--- src/sv/afc_pkg.sv ---
// Shared types and constants for the box-versus-frustum classifier.
// No dependencies; imported by the plane evaluator and the top level.
`timescale 1ns / 1ps
`default_nettype none

package afc_pkg;

	localparam int PLANE_REGS     = 6;
	localparam int CFG_INDEX_BITS = 3;
	localparam int CFG_DATA_BITS  = 64;
	localparam int NORM_BITS      = 14;
	localparam int OFFSET_BITS    = 22;

	typedef struct packed {
		logic signed [OFFSET_BITS-1:0] offset;
		logic signed [NORM_BITS-1:0]   nz;
		logic signed [NORM_BITS-1:0]   ny;
		logic signed [NORM_BITS-1:0]   nx;
	} plane_t;

	typedef enum logic [1:0] {
		VERDICT_INSIDE    = 2'd0,
		VERDICT_INTERSECT = 2'd1,
		VERDICT_OUTSIDE   = 2'd2
	} verdict_t;

	typedef struct packed {
		logic outside;
		logic crossing;
	} plane_hit_t;

endpackage

`default_nettype wire

--- src/sv/afc_plane_eval.sv ---
// Evaluates one plane against a box: picks the positive and negative
// vertices and tests the sign of both exact distances. Uses afc_pkg.
`timescale 1ns / 1ps
`default_nettype none

module afc_plane_eval
	import afc_pkg::*;
#(
	parameter int COORD_BITS = 16
) (
	input  plane_t                       plane,
	input  logic signed [COORD_BITS-1:0] lo_x,
	input  logic signed [COORD_BITS-1:0] lo_y,
	input  logic signed [COORD_BITS-1:0] lo_z,
	input  logic signed [COORD_BITS-1:0] hi_x,
	input  logic signed [COORD_BITS-1:0] hi_y,
	input  logic signed [COORD_BITS-1:0] hi_z,
	output plane_hit_t                   hit
);

	localparam int DIST_BITS = NORM_BITS + COORD_BITS + 2;

	logic signed [COORD_BITS-1:0] pos_x, pos_y, pos_z;
	logic signed [COORD_BITS-1:0] neg_x, neg_y, neg_z;
	logic signed [DIST_BITS-1:0]  dist_pos, dist_neg;

	always_comb begin
		pos_x = plane.nx[NORM_BITS-1] ? lo_x : hi_x;
		pos_y = plane.ny[NORM_BITS-1] ? lo_y : hi_y;
		pos_z = plane.nz[NORM_BITS-1] ? lo_z : hi_z;
		neg_x = plane.nx[NORM_BITS-1] ? hi_x : lo_x;
		neg_y = plane.ny[NORM_BITS-1] ? hi_y : lo_y;
		neg_z = plane.nz[NORM_BITS-1] ? hi_z : lo_z;

		dist_pos = DIST_BITS'(plane.nx) * DIST_BITS'(pos_x)
			+ DIST_BITS'(plane.ny) * DIST_BITS'(pos_y)
			+ DIST_BITS'(plane.nz) * DIST_BITS'(pos_z)
			+ DIST_BITS'(plane.offset);
		dist_neg = DIST_BITS'(plane.nx) * DIST_BITS'(neg_x)
			+ DIST_BITS'(plane.ny) * DIST_BITS'(neg_y)
			+ DIST_BITS'(plane.nz) * DIST_BITS'(neg_z)
			+ DIST_BITS'(plane.offset);

		hit.outside  = dist_pos[DIST_BITS-1];
		hit.crossing = dist_neg[DIST_BITS-1];
	end

endmodule

`default_nettype wire

--- config.mk ---
export PLATFORM = sky130hd
export DESIGN_NAME = afc_plane_eval
export DESIGN_NICKNAME = d
export VERILOG_FILES = /design/src/sv/afc_pkg.sv /design/src/sv/afc_plane_eval.sv
export SDC_FILE = /design/constraint.sdc
export NUM_CORES = 2
export LEC_CHECK = 0
export BUFFER_PORTS_ARGS = -buffer_cell sky130_fd_sc_hd__buf_2
export CORE_MARGIN = 4
export CORE_UTILIZATION = 55
export DETAILED_ROUTE_END_ITERATION = 10
export PLACE_DENSITY_LB_ADDON = 0.1
export SLEW_MARGIN = 20
export SYNTH_ARGS = -nofsm -noshare
export SYNTH_HDL_FRONTEND = slang
export SYNTH_SLANG_ARGS = --single-unit
--- constraint.sdc ---
create_clock -name vclk -period 14
set_clock_uncertainty 0.15 [all_clocks]
set_input_delay 0.7 -clock vclk [all_inputs]
set_output_delay 0.7 -clock vclk [all_outputs]
set_load 0.005 [all_outputs]
* Word-level counts from Yosys, hierarchy flattened
Index checks and enable logic that the tools add are counted.
** Operators by class
- Add/sub/neg operators :: 6
- Multipliers :: 6
- Divide/modulo/power cells :: 0
- Order comparisons :: 0
- Equality and inequality tests :: 0
- Shift-type cells :: 0
- Multiplexer cells :: 6
- Bitwise gates (word level) :: 0
- Reduce and logical (&&, ||, !) cells :: 0
** Operators by type and width (number)
- $mul 14x16->30 :: 6
- $mux 16 :: 6
- $add 31x30->32 :: 2
- $add 32x22->32 :: 2
- $add 30x30->31 :: 2
** Storage, ports and cells
- Register bits after elaboration :: 0
- Bits in latches :: 0
- Memory bits (writable) :: 0
- Memory bits (read-only) :: 0
- Input port bits :: 160
- Output and inout bits :: 2
- Logic and storage cells :: 18
- Memories :: 0

* Depth between registers and ports, before layout
- Depth in word-level cells :: 5
- Gate-level depth with buffers :: 30
- Mapped depth without buffers :: 27

* Least setup slack after synthesis
No wires, ideal clock.
- Path type :: input to output
- From :: in plane[13] (netlist bit)
- To :: out hit[0] (netlist bit)
- Data arrival time :: 8.101 ns
- Path slack :: 5.049 ns
- Stages :: 30
- Cell sequence :: buf_2 buf_2 mux2_2 buf_2 nand2_1 inv_1 fa_1 inv_1 fa_1 inv_1 fa_1 fa_1 inv_1 fa_1 inv_1 fa_1 inv_1 fa_1 inv_1 fa_1 inv_1 fa_1 inv_1 ha_1 a21o_1 a21o_1 a21oi_1 o211ai_1 a31oi_1 xnor2_1
** RTL lines
- start, declared :: RTL line afc_plane_eval.sv:11 : input plane_t plane,
- end, declared :: RTL line afc_plane_eval.sv:18 : output plane_hit_t hit

==> flow_metrics.env <==
export IMPL_dp_cells=6612
export IMPL_vias=34400
export IMPL_post_cts_resized=0
export IMPL_die_w_um=319
export IMPL_slew_headroom=0.364
export IMPL_core_mm2=0.0956
export IMPL_crit_arrival_ps=9950
export IMPL_antenna_found_initial=6
export IMPL_tns_ps=0
export IMPL_ant_nets=0
export IMPL_yosysUniqueCellTypes=39
export IMPL_syn_nets=7550
export IMPL_drc=0
export IMPL_finalWirelength_mm=147
export IMPL_grt_pass1_vias=39000
export IMPL_worst_setup_path_end_kind="output pin"
export IMPL_hold_viol=0
export IMPL_final_nets=7506
export IMPL_yosysWarnings=0
export IMPL_numSequentialCells=0
export IMPL_overflow=0
export IMPL_synthCells=5393
export IMPL_holdBufCountCts=0
export IMPL_worst_slew_pin_slew_ps=954
export IMPL_port_buffers=162
export IMPL_drive_gt1_frac=0.0518
export IMPL_drt_first_pass_iters=8
export IMPL_clkbuf_count=0
export IMPL_startpoint_type="primary input"
export IMPL_crit_path_max_fanout=47
export IMPL_period_share=0.772
export IMPL_start_util=0.558
export IMPL_min_to="hit[1]"
export IMPL_first_iter_violations=2093
export IMPL_setup_violations=0
export IMPL_regArea_um2=0
export IMPL_grt_max_degree=64
export IMPL_postLayoutCoreUtil=0.575
export IMPL_maxSlewViolCount=0
export IMPL_wire_per_inst_um=22.2
export IMPL_dp_hpwl_mm=130
export IMPL_worstHoldStart="plane[63]"
export IMPL_track_usage=0.306
export IMPL_grt_pass1_wl_mm=234
export IMPL_finalNonFillerCells=6618
export IMPL_routed_via_density=5.19
export IMPL_rows=113
export IMPL_status="complete, no violations"
export IMPL_cp_required_ps=13150
export IMPL_hold_path_class="in -> out"
export IMPL_place_gp_congestion=0.906
export IMPL_cts_setup_buffers=0
export IMPL_n_fill_cell=8659
export IMPL_area_growth_pct=3.08
export IMPL_max_freq_ghz=0.0926
export IMPL_num_io_pins=162
export IMPL_avgSynthCellArea_um2=9.89
export IMPL_die_h_um=319
export IMPL_die_area_mm2=0.102
export IMPL_holdPathStages=9
export IMPL_maxCapViolCount=0
export IMPL_syn_area_mm2=0.0533
export IMPL_critPathKind="in -> out"
export IMPL_rsz0062_at_grt="false"
export IMPL_period_minus_slack_ps=10800
export IMPL_seq_area_frac_synth=0
-- how the worst max path moves through the flow --
stage / start / end
6_report: plane[41] / hit[1]
5_1_grt: plane[41] / hit[1]
4_1_cts: plane[41] / hit[0]
3_5_place_dp: plane[41] / hit[0]
3_3_place_gp: plane[41] / hit[1]
2_1_floorplan: plane[13] / hit[0]
-- placed cells by master (no fill, tap or decap), types with 17 or more instances in the layout --
cell      netlist  final
buf_2          41    162
a21oi_1        17     17
nor2b_1       166    166
ha_1          348    348
xnor2_1        41     41
fa_1         1649   1649
nand2b_1       78     78
mux2_2         84     84
and2_1        538    538
inv_1        1592   1592
nand2_1       564    564
buf_4           4     28
-- metrics by stage --
stage | instance area (um2) | hold WS, ps | setup slack (ps)
CTS | 54900 | 2720 | 3360
finish | 55000 | 2720 | 3200
global route | 54900 | 2840 | 2830
floorplan | 53300 | 2130 | 5050
detailed placement | 54900 | 2710 | 3370
global placement | 54900 | 2670 | 3460
-- layer usage --
layer  part of all wire  up-vias  track usage
met5                  0        -            0
met1               0.37    18400        0.384
met2               0.54      914        0.556
li1                   -    14800            -
met3              0.042      190       0.0174
met4              0.054        0        0.123
-- cell usage after synthesis, types with 2 or more instances --
cell type,count,area share
nand4_1,9,0.0011
clkbuf_1,185,0.013
a21o_1,11,0.0015
nand2b_1,78,0.0092
buf_4,4,0.00056
nor2_1,8,0.00056
a21oi_1,17,0.0016
nor2b_1,166,0.019
and4b_1,2,0.00038
inv_1,1592,0.11
buf_6,3,0.00063
xor2_1,5,0.00082
and2_1,538,0.063
fa_1,1649,0.62
o211ai_1,3,0.00042
a31oi_1,3,0.00035
clkbuf_2,3,0.00028
buf_2,41,0.0038
nand2_1,564,0.040
and2b_1,5,0.00070
xnor2_1,41,0.0067
o21ai_0,6,0.00056
nand3_1,3,0.00028
mux2i_1,12,0.0023
mux2_2,84,0.018
ha_1,348,0.082
-- logic make-up (layout without fill, tap and decap cells) --
family          after synthesis  in the layout  share of synthesized area
compound gates               50             50                    0.00636
buf+inv                    1828           1782                      0.130
fa+ha+maj                  1997           1997                      0.701
other cells                   0              6                          0
simple gates               1376           1376                      0.135
mux                          96             96                     0.0200
xor+xnor                     46             46                    0.00756
-- critical path, cell delays in order --
cell,delay (ps)
buf_2,420
buf_4,550
mux2_2,540
nand2_1,150
inv_1,110
fa_1,860
fa_1,530
inv_1,300
fa_1,560
fa_1,520
fa_1,640
inv_1,110
fa_1,490
inv_1,50
fa_1,470
inv_1,50
fa_1,470
inv_1,60
fa_1,510
inv_1,40
ha_1,290
nand4_1,100
nor2_1,350
o2111ai_1,410
nand3_1,310
xnor2_1,150
buf_2,140
-- cell type report --
cell class / instances / area [um2] / area share
Multi-Input combinational cell: 3565 / 46400 / 0.844
Tap cell: 1265 / 1580 / 0.0288
Inverter: 1592 / 5980 / 0.109
Antenna cell: 6 / 15.0 / 0.000273
Timing Repair Buffer: 190 / 1020 / 0.0186
Power is not shown: default switching activity piles up to over one toggle a cycle in this logic, so the estimate is an artifact.
